[src/rtl/mbs_pkg.sv]
// ----------------------------------------------------------------------------
// mbs_pkg
// Shared types and constants of the mip-mapped bilinear sampler.
// ----------------------------------------------------------------------------
package mbs_pkg;

  // Pyramid shape
  localparam int NUM_LEVELS = 5;
  localparam int LVL_W      = 3;

  // Configuration port
  localparam int REG_W     = 16;
  localparam int CFG_IDX_W = 3;

  localparam logic [CFG_IDX_W-1:0] REG_SCALE_X   = 3'd0;
  localparam logic [CFG_IDX_W-1:0] REG_SCALE_Y   = 3'd1;
  localparam logic [CFG_IDX_W-1:0] REG_THR_ONE   = 3'd2;
  localparam logic [CFG_IDX_W-1:0] REG_THR_TWO   = 3'd3;
  localparam logic [CFG_IDX_W-1:0] REG_THR_THREE = 3'd4;
  localparam logic [CFG_IDX_W-1:0] REG_THR_FOUR  = 3'd5;

  // Reset values, unsigned Q4.12
  localparam logic [REG_W-1:0] RST_SCALE     = 16'd4096;
  localparam logic [REG_W-1:0] RST_THR_ONE   = 16'd2458;
  localparam logic [REG_W-1:0] RST_THR_TWO   = 16'd1434;
  localparam logic [REG_W-1:0] RST_THR_THREE = 16'd614;
  localparam logic [REG_W-1:0] RST_THR_FOUR  = 16'd205;
  localparam logic [REG_W-1:0] SCALE_ONE     = 16'd4096;

  // Item kinds
  localparam logic ACT_WRITE  = 1'b0;
  localparam logic ACT_SAMPLE = 1'b1;

  // Coordinate format
  localparam int COORD_W = 17;
  localparam int FRAC_W  = 15;
  localparam int WGT_W   = 8;

  typedef struct packed {
    logic [7:0] red;
    logic [7:0] green;
    logic [7:0] blue;
  } texel_t;

endpackage

[src/rtl/mbs_cfg_regs.sv]
// ----------------------------------------------------------------------------
// mbs_cfg_regs
// Scale and threshold registers, and the mip level they select.
// ----------------------------------------------------------------------------
module mbs_cfg_regs (
  input  logic                          clk,
  input  logic                          rst_n,
  input  logic                          wr_en,
  input  logic [mbs_pkg::CFG_IDX_W-1:0] wr_index,
  input  logic [mbs_pkg::REG_W-1:0]     wr_data,
  output logic [mbs_pkg::LVL_W-1:0]     level
);
  import mbs_pkg::*;

  typedef struct packed {
    logic [REG_W-1:0] scale_x;
    logic [REG_W-1:0] scale_y;
    logic [REG_W-1:0] thr_one;
    logic [REG_W-1:0] thr_two;
    logic [REG_W-1:0] thr_three;
    logic [REG_W-1:0] thr_four;
  } cfg_t;

  cfg_t             cfg_r;
  cfg_t             cfg_nxt;
  logic [REG_W-1:0] scale_min;

  always_comb begin
    cfg_nxt = cfg_r;
    if (wr_en) begin
      unique case (wr_index)
        REG_SCALE_X:   cfg_nxt.scale_x   = wr_data;
        REG_SCALE_Y:   cfg_nxt.scale_y   = wr_data;
        REG_THR_ONE:   cfg_nxt.thr_one   = wr_data;
        REG_THR_TWO:   cfg_nxt.thr_two   = wr_data;
        REG_THR_THREE: cfg_nxt.thr_three = wr_data;
        REG_THR_FOUR:  cfg_nxt.thr_four  = wr_data;
        default:       cfg_nxt = cfg_r;
      endcase
    end
  end

  always_ff @(posedge clk) begin
    if (!rst_n) begin
      cfg_r.scale_x   <= RST_SCALE;
      cfg_r.scale_y   <= RST_SCALE;
      cfg_r.thr_one   <= RST_THR_ONE;
      cfg_r.thr_two   <= RST_THR_TWO;
      cfg_r.thr_three <= RST_THR_THREE;
      cfg_r.thr_four  <= RST_THR_FOUR;
    end else begin
      cfg_r <= cfg_nxt;
    end
  end

  // Finest level wins at unit scale; otherwise the coarsest level whose threshold holds
  always_comb begin
    scale_min = (cfg_r.scale_x < cfg_r.scale_y) ? cfg_r.scale_x : cfg_r.scale_y;
    priority if (scale_min >= SCALE_ONE) begin
      level = 3'd0;
    end else if (scale_min <= cfg_r.thr_four) begin
      level = 3'd4;
    end else if (scale_min <= cfg_r.thr_three) begin
      level = 3'd3;
    end else if (scale_min <= cfg_r.thr_two) begin
      level = 3'd2;
    end else if (scale_min <= cfg_r.thr_one) begin
      level = 3'd1;
    end else begin
      level = 3'd0;
    end
  end

endmodule

[config.mk]
export PLATFORM = sky130hd
export DESIGN_NAME = mbs_cfg_regs
export DESIGN_NICKNAME = d
export VERILOG_FILES = /design/src/rtl/mbs_pkg.sv /design/src/rtl/mbs_cfg_regs.sv
export SDC_FILE = /design/constraint.sdc
export NUM_CORES = 1
export LEC_CHECK = 0
export ABC_AREA = 1
export ABC_CLOCK_PERIOD_IN_PS = 3400
export BUFFER_PORTS_ARGS = -buffer_cell sky130_fd_sc_hd__buf_2
export CELL_PAD_IN_SITES_DETAIL_PLACEMENT = 0
export CELL_PAD_IN_SITES_GLOBAL_PLACEMENT = 1
export CORE_AREA = 2 2 108 136
export DETAILED_ROUTE_END_ITERATION = 7
export DIE_AREA = 0 0 110 138
export MAX_ROUTING_LAYER = met4
export PLACE_DENSITY_LB_ADDON = 0.05
export SETUP_SLACK_MARGIN = 0.15
export SLEW_MARGIN = 30
export SYNTH_ARGS = -nofsm -noshare
export SYNTH_HDL_FRONTEND = slang
export SYNTH_SLANG_ARGS = --single-unit
[constraint.sdc]
create_clock -name clk -period 3.4 [get_ports clk]
set_input_delay 0 -clock clk [delete_from_list [all_inputs] [get_ports clk]]
set_output_delay 0 -clock clk [all_outputs]
set_load 0.01 [all_outputs]
==> flow_summary.ini, run 1 <==
[run_status]
status = complete, no violations

[cells_and_area]
antenna_cells = 0
reg.largest.list = cfg_r: 96 flops
fin_area_sq_um = 6795
stdcell_count = 960
top_register = cfg_r
layout.nets = 878
syn2layout_area_growth_pct = 25.25
drive_gt1_share_pct = 20.97
largest_reg_flops = 96
final_util_pct = 48.40

[placed_design]
placed_area_sq_um = 5768
dp_cells = 917
portBuffers = 24
dp_hpwl_mm = 10.73
place_congestion = 0.8393
pre_cts_ws_ns = 0.1986

[grt]
antenna_found_initial = 0
grtUsageTotal_pct = 21.56
gr-total-overflow = 0
grt_pass1_vias = 4610
grt_max_degree = 43
grt_pass1_wl_mm = 24.07

[route]
routed.top_layer = met4
drt_iter0_markers = 212
postRouteAntennaNets = 0
wire_per_inst_um = 15.61
via_per_inst = 5.017
wl_mm = 14.99
drt-met1-wl_mm = 6.613
wl_met3_um = 323
firstDrtPassIters = 5
vias = 4816
met2_length_mm = 7.813
remaining_drc_errors = 0

[synthesis]
synth_top_cell_area_share_pct = 35.42
syn_avg_cell_area_sq_um = 7.473
yosys_warnings = 0
synthesis.area_sq_um = 5425
ys_seq_elements = 96
yosys-top-cells-area = dfxtp_1 (35%), ha_1 (18%), a21oi_1 (10%)
synth.distinct_cells = 29
postSynthCellCount = 726
synth_nets = 827
synth_top_area_cell = dfxtp_1
yosysSeqAreaShare_pct = 35.42

[timing]
fmax_mhz = 302.7
final_max_slew_viol_count = 0
final.period_utilization_pct = 97.17
tightestPinTransition_ns = 0.7944
rsz0062_at_grt = yes
finalHoldViolations = 0
fin_ws_ns = 0.09631
min_period_ns = 3.304
setup_violations = 0
finClkSkew_ns = 0
slew_headroom_pct = 46.85

[floorplanning]
placementRows = 49
num_io_pins = 25
die_w_um = 110
die_h_um = 138
die_area_sq_um = 15180
core_area_sq_um = 14040
start_util_pct = 38.64

[setup_path]
worstPathRequired_ns = 3.40
cp.arrival_ns = 3.30
start_kind = register
critical_path.max_fanout = 7
criticalPathCategory = reg2out
cp-end-kind = output pin

[worst_hold_path]
hold_path_class = in2reg

[clock_network]
clk_pin_slew_ns = 0.07
clkSinkCount = 96
cts_buffer_depth = 2
tritoncts = yes
htree_levels = 3
cts_buffers = 9
root_buffer = clkbuf_16
insertion_delay_ns = 0.35

[pwr]
power_mw = 3.636
max-vdd-ir-drop_uv = 222.6
powerDensity_nw_per_um2 = 535.1
p_leak_nw = 3.004

[run]
maxCapViolCount = 0
-- metrics by stage --
stage               setup TNS [ns]  hold slack (ns)
finish                           0         0.008546
detailed placement               0           0.3373
global route               -0.3075          0.02187
global placement                 0           0.3300
floorplan                        0           0.1261
CTS                              0         0.002180
-- final timing paths --
| kind | from | endpoint | slack (ns) | cells after the start |
|---|---|---|---|---|
| setup / recovery | cfg_r[75] | level[0] | 0.1 | 21 |
| hold / removal | wr_data[13] | cfg_r[93] | 0.009 | 3 |
| setup reg to reg | cfg_r[86] | cfg_r[86] | 2.70 | 2 |
| hold reg to reg | cfg_r[19] | cfg_r[19] | 0.46 | 2 |
-- cells in the mapped netlist, drive strengths merged --
master	n
nor2	81
dfxtp	96
nand3	13
o211ai	16
nand4	7
a21o	1
nor3	5
o21ai	91
o21a	2
buf	7
ha	79
and3	1
inv	106
nand2	91
a21oi	110
clkbuf	19
o22a	1
-- per-layer routing --
layer | GRT usage (%) | up-vias
met2 | 36.81 | 52
met4 | 6.729 | 0
li1 | - | 2532
met5 | - | -
met1 | 25.69 | 2215
met3 | 3.159 | 17
-- kinds of logic after synthesis --
| group | after synthesis | share of synthesized area (%) |
|---|---|---|
| buffers and inverters | 132 | 9.410 |
| AO/OA/AOI/OAI | 221 | 21.54 |
| AND/OR/NAND/NOR | 198 | 15.41 |
| adder cells (fa/ha/maj) | 79 | 18.22 |
| flip-flops | 96 | 35.42 |
-- placed cells by master, fill, tap and decap left out, drive strengths merged --
cell         instances
ha                  79
dlygate4sd3         11
inv                106
nor3                 5
dfxtp               96
o22a                 1
o21ai               91
nand3               13
nor2                81
a21oi              110
nand2               94
and3                 1
o21a                 2
a21o                 1
o211ai              16
clkinvlp             2
nand4                7
clkbuf              12
buf                 52
bufinv               2
-- report_power, final --
part	total [mW]	switching (mW)	internal, mW	leakage [nW]
registers	1.18	0.0165	1.16	0.785
clock network	1.17	0.466	0.706	0.161
logic	1.28	0.744	0.540	2.06
-- what timing repair did --
action / 4_1_cts / 5_1_grt
pin swaps: 39 / 17
gates cloned: 3 / 0
setup endpoints to repair: 3 / 3
hold buffers: 11 / 0
setup buffers: 11 / 2
gates resized for setup: 67 / 20
endpoints found under the hold margin: 22 / 0
-- worst max-delay path, stage by stage, from the launching register on --
cell and delay, ns:
dfxtp_1 0.31, inv_1 0.06, ha_1 0.34, a21oi_2 0.16, o21ai_2 0.09, a21oi_4 0.17
buf_4 0.16, nand2_8 0.09, nor2_2 0.11, a21oi_1 0.04, buf_4 0.18, ha_4 0.27
a21oi_1 0.07, o21ai_1 0.16, nand2_1 0.09, nand3_2 0.08, nand2_1 0.07, a21oi_2 0.19
nand2_1 0.07, nand2_1 0.07, nor2_1 0.04, buf_2 0.13
-- area by class of cell --
cell class | count | area, sq um
flip-flops and latches | 96 | 1931
clock inverters | 4 | 75.07
fillers | 1396 | 7244
clock buffers | 12 | 266.5
repair buffers | 63 | 447.9
multi-input cells | 501 | 3455
well taps | 178 | 222.7
inverters | 106 | 397.9
No activity file was read; power rests on OpenSTA's default activity.
==> inputs of run 2 (changes only) <==
--- a/config.mk
+++ b/config.mk
@@ -10,9 +10,10 @@
 export BUFFER_PORTS_ARGS = -buffer_cell sky130_fd_sc_hd__buf_2
 export CELL_PAD_IN_SITES_DETAIL_PLACEMENT = 0
 export CELL_PAD_IN_SITES_GLOBAL_PLACEMENT = 1
-export CORE_AREA = 2 2 108 136
+export CORE_AREA = 2 2 101 127
 export DETAILED_ROUTE_END_ITERATION = 7
-export DIE_AREA = 0 0 110 138
+export DIE_AREA = 0 0 103 129
+export GPL_TIMING_DRIVEN = 0
 export MAX_ROUTING_LAYER = met4
 export PLACE_DENSITY_LB_ADDON = 0.05
 export SETUP_SLACK_MARGIN = 0.15
==> flow_summary.ini, run 2 (synthesis results as in run 1) <==
[route]
drt_iter0_markers = 216
via_per_inst = 5.296
vias = 5058
firstDrtPassIters = 4
wire_per_inst_um = 17.32
remaining_drc_errors = 0
postRouteAntennaNets = 0
wl_mm = 16.54

[clock_network]
cts_buffers = 9
tritoncts = yes
cts_buffer_depth = 2
clkSinkCount = 96
root_buffer = clkbuf_16
htree_levels = 3
insertion_delay_ns = 0.33
clk_pin_slew_ns = 0.06

[grt]
grt_max_degree = 15
grtUsageTotal_pct = 25.99
grt_pass1_vias = 4910
grt_pass1_wl_mm = 25.31
gr-total-overflow = 0
antenna_found_initial = 0

[timing]
finalHoldViolations = 0
tightestPinTransition_ns = 0.7567
fmax_mhz = 296.7
final.period_utilization_pct = 99.13
setup_violations = 0
min_period_ns = 3.370
rsz0062_at_grt = yes
slew_headroom_pct = 49.55
final_max_slew_viol_count = 0
finClkSkew_ns = 0

[pwr]
power_mw = 3.735
p_leak_nw = 3.043
powerDensity_nw_per_um2 = 532.1
max-vdd-ir-drop_uv = 364.2

[floorplanning]
placementRows = 45
die_h_um = 129
die_area_sq_um = 13290
start_util_pct = 45.03
core_area_sq_um = 12050
die_w_um = 103
num_io_pins = 25

[cells_and_area]
fin_area_sq_um = 7019
syn2layout_area_growth_pct = 29.38
drive_gt1_share_pct = 23.89
largest_reg_flops = 96
layout.nets = 887
layout_common_cells = a21oi_1 (87), inv_1 (86), dfxtp_1 (86)
top_register = cfg_r
reg.largest.list = cfg_r: 96 flops
antenna_cells = 0
final_common_cell = a21oi_1

[setup_path]
start_kind = register
critical_path.max_fanout = 8
cp-end-kind = output pin
criticalPathCategory = reg2out
cp.arrival_ns = 3.37
critPathLaunch = cfg_r[69]
rr_startpoint = cfg_r[91]
worstPathRequired_ns = 3.40

[worst_hold_path]
hold_path_class = in2reg
hp-start = wr_data[8]

[placed_design]
placed_area_sq_um = 5746
dp_hpwl_mm = 11.44
place_congestion = 0.8706
portBuffers = 23

[run]
maxCapViolCount = 0

[run_status]
status = complete, no violations
-- run 2: critical path, cell delays in order (launching register included) --
cell     delay (ns)
dfxtp_2        0.34
inv_4          0.04
ha_4           0.23
a21oi_2        0.12
nor2_1         0.06
nor3_1         0.20
nand2_2        0.11
nand2_4        0.10
nand2_8        0.12
buf_6          0.17
buf_4          0.13
nand2_2        0.07
nand2_4        0.09
ha_4           0.28
nand4_1        0.17
a21oi_1        0.18
nor2_1         0.08
a21oi_2        0.15
nand2_1        0.07
nand2_1        0.05
nand2_1        0.05
nor2_1         0.08
buf_2          0.13
-- run 2: cell type report --
cell class / instances / area (sq um)
clock buffers: 13 / 260.3
clock inverters: 3 / 40.04
fillers: 1125 / 5030
flip-flops and latches: 96 / 1934
plain buffers: 26 / 140.1
well taps: 164 / 205.2
repair buffers: 49 / 396.6
multi-input cells: 498 / 3640
inverters: 106 / 402.9
-- run 2: path summary, 6_finish.rpt --
kind / slack (ns) / end / depth (start not counted)
worst min register to register: 0.46 / cfg_r[62] / 2
worst max-delay path: 0.03 / level[0] / 22
worst max register to register: 2.62 / cfg_r[91] / 2
worst min-delay path: 0.004 / cfg_r[40] / 3
-- run 2: metal layers --
layer  global-route usage (%)  vias to the layer above  wire (um)  part of all wire, %
met5                        -                        -          0                    0
met4                    10.29                        0        415                  2.5
met3                    3.531                       31        499                  3.0
met2                    42.93                      100       8484                   51
met1                    31.79                     2383       7137                   43
li1                         -                     2544          -                    -
-- run 2: metrics by stage --
| step | cells | hold slack [ns] | utilization (%) | worst slack [ns] | TNS [ns] |
|---|---|---|---|---|---|
| 2_1_floorplan | 726 | 0.1261 | - | 0.6968 | 0 |
| 5_1_grt | 955 | 0.01037 | 58.26 | -0.1404 | -0.3473 |
| 4_1_cts | 945 | 0.002803 | 54.67 | 0.04624 | 0 |
| 6_report | 955 | 0.003556 | 58.26 | 0.02969 | 0 |
| 3_5_place_dp | 913 | 0.3417 | 47.68 | -0.1037 | -0.1854 |
| 3_3_place_gp | 913 | 0.3356 | 47.68 | -0.07336 | -0.1179 |
-- run 2: report_power, final --
| part | switching [mW] | leakage [nW] | total (mW) | internal (mW) |
|---|---|---|---|---|
| clock | 0.431 | 0.150 | 1.04 | 0.609 |
| combinational | 0.850 | 2.11 | 1.51 | 0.661 |
| sequential | 0.0190 | 0.785 | 1.18 | 1.17 |
-- run 2: what timing repair did --
action	CTS	global route
gates cloned	2	0
hold buffers	3	0
buffers inserted	11	10
endpoints found under the hold margin	3	0
setup endpoints to repair	3	3
pin swaps	25	37
resized for setup	87	63
==> inputs of run 3 (changes only) <==
--- a/config.mk
+++ b/config.mk
@@ -10,9 +10,9 @@
 export BUFFER_PORTS_ARGS = -buffer_cell sky130_fd_sc_hd__buf_2
 export CELL_PAD_IN_SITES_DETAIL_PLACEMENT = 0
 export CELL_PAD_IN_SITES_GLOBAL_PLACEMENT = 1
-export CORE_AREA = 2 2 101 127
+export CORE_AREA = 4 4 103 129
 export DETAILED_ROUTE_END_ITERATION = 7
-export DIE_AREA = 0 0 103 129
+export DIE_AREA = 0 0 107 133
 export GPL_TIMING_DRIVEN = 0
 export MAX_ROUTING_LAYER = met4
 export PLACE_DENSITY_LB_ADDON = 0.05
==> flow_summary.ini, run 3 (synthesis results as in run 1) <==
[pwr]
max-vdd-ir-drop_uv = 272.0
powerDensity_nw_per_um2 = 557.0
p_leak_nw = 3.041
power_mw = 3.843

[setup_path]
crit_slowest_cell = dfxtp_1
slowest_delay_ns = 0.30
rr_endpoint = cfg_r[85]
cp.arrival_ns = 3.45
cp_num_cells = 22
crit_buf_inv = 5
start_kind = register
critPathLaunch = cfg_r[73]
reg2reg_slack_ns = 2.59
criticalPathCategory = reg2out
ff2ff_path_depth = 3
path_cells = inv_1, ha_4, a21oi_2, o21ai_2, a21oi_4, nand2_8, buf_12, buf_12, a21oi_4, buf_6, ha_4, a21oi_1, o21ai_2, nand2_1, nand2_1, nand2_1, a21oi_2, nand2_1, nand2_1, nand2_1, nor2_1, buf_2
cp-end-kind = output pin
rr_startpoint = cfg_r[85]
cp_top_family = compound AO/OA/AOI/OAI gates
critical_path.max_fanout = 6
path_common_cell = nand2_1
worstPathRequired_ns = 3.40
endpoint = level[0]

[clock_network]
clk_pin_slew_ns = 0.08
htree_levels = 3
cts_buffer_depth = 2
root_buffer = clkbuf_16
cts_buffers = 9
insertion_delay_ns = 0.34
tritoncts = yes
clkSinkCount = 96

[timing]
tightestPinTransition_ns = 0.7205
fmax_mhz = 290.2
holdWs_ns = 0.006263
final_max_slew_viol_count = 0
final.period_utilization_pct = 101.3
fin_ws_ns = -0.04581
finalHoldViolations = 0
rsz0062_at_grt = yes
min_period_ns = 3.446
finClkSkew_ns = 0
slew_headroom_pct = 51.97
setup_violations = 2

[cells_and_area]
antenna_cells = 0
layout_common_cells = inv_1 (90), dfxtp_1 (86), a21oi_1 (84)
final_common_cell = inv_1
top_register = cfg_r
final_util_pct = 57.26
fin_area_sq_um = 6899
syn2layout_area_growth_pct = 27.17
fillers = 1159
reg.largest.list = cfg_r: 96 flops
stdcell_count = 956
drive_gt1_share_pct = 21.34
largest_reg_flops = 96
layout.nets = 888

[floorplanning]
core_area_sq_um = 12050
start_util_pct = 45.03
placementRows = 45
die_w_um = 107
num_io_pins = 25
die_h_um = 133
die_area_sq_um = 14230

[route]
postRouteAntennaNets = 0
drt_iter0_markers = 255
via_per_inst = 5.264
wire_per_inst_um = 16.85
wl_mm = 16.11
firstDrtPassIters = 5
remaining_drc_errors = 0
vias = 5032

[placed_design]
placed_area_sq_um = 5746
dp_hpwl_mm = 11.60
portBuffers = 23
dp_cells = 913
place_congestion = 0.9483

[run_status]
failed_checks = negative setup slack
status = finished, violations left

[grt]
grt_pass1_vias = 4894
grt_max_degree = 16
grtUsageTotal_pct = 23.74
antenna_found_initial = 0
grt_pass1_wl_mm = 25.37
gr-total-overflow = 0

[worst_hold_path]
hold_path_class = in2reg

[run]
maxCapViolCount = 0
==> run 3: cell types whose count changed in the layout (fill, tap and decap cells not counted), sizes merged <==
| cell | change |
|---|---|
| buf | -4 |
| bufinv | +3 |
| clkbuf | -3 |
| dlygate4sd3 | +5 |
==> run 3: area by class of cell <==
| cell class | instances | area [sq um] | area share, % |
|---|---|---|---|
| well taps | 164 | 205.2 | 2.974 |
| clock buffers | 10 | 239.0 | 3.464 |
| repair buffers | 50 | 390.4 | 5.658 |
| multi-input cells | 498 | 3460 | 50.15 |
| inverters | 106 | 397.9 | 5.767 |
| clock inverters | 6 | 130.1 | 1.886 |
| plain buffers | 26 | 140.1 | 2.031 |
| flip-flops and latches | 96 | 1937 | 28.07 |
==> run 3: layer usage <==
metal  share of wire (%)  track usage (%)  vias up
met2                  49            38.97      133
met4                 2.6            8.387        0
met3                 3.7            3.075       28
met1                  44            29.93     2326
li1                    -                -     2545
met5                   0                -        -
==> run 3: worst min path at each step <==
stage | from | end | cells after the start
2_1_floorplan | wr_data[0] | cfg_r[0] | 2
3_3_place_gp | wr_data[10] | cfg_r[42] | 3
3_5_place_dp | wr_data[5] | cfg_r[21] | 3
4_1_cts | wr_data[14] | cfg_r[94] | 3
5_1_grt | wr_data[11] | cfg_r[91] | 3
6_report | wr_data[14] | cfg_r[94] | 3
==> run 3: power by group <==
part / leakage, nW / internal, mW / switching (mW)
registers: 0.786 / 1.16 / 0.0171
logic: 2.07 / 0.595 / 0.794
clock network: 0.182 / 0.812 / 0.461
==> run 3: stage by stage <==
| stage | setup TNS, ns | setup slack [ns] |
|---|---|---|
| 6_report | -0.08230 | -0.04581 |
| 2_1_floorplan | 0 | 0.6968 |
| 5_1_grt | -0.6730 | -0.2531 |
| 4_1_cts | 0 | 0.02227 |
| 3_3_place_gp | -0.1737 | -0.08557 |
| 3_5_place_dp | -0.2024 | -0.1023 |
==> run 3: worst register-to-register path: cells and delay by family (launching register included) <==
kind	cells	cell delay, ns
AOI/OAI and AO/OA	1	0.16
DFF	1	0.35
buffers and inverters	1	0.14
and+or+nand+nor	1	0.05
==> run 3: what timing repair did <==
item / CTS / global route
pin swaps: 28 / 19
endpoints found under the hold margin: 15 / 0
setup endpoints to repair: 3 / 3
resized for setup: 77 / 33
cloned: 1 / 0
hold buffers: 8 / 0
buffers inserted: 13 / 5
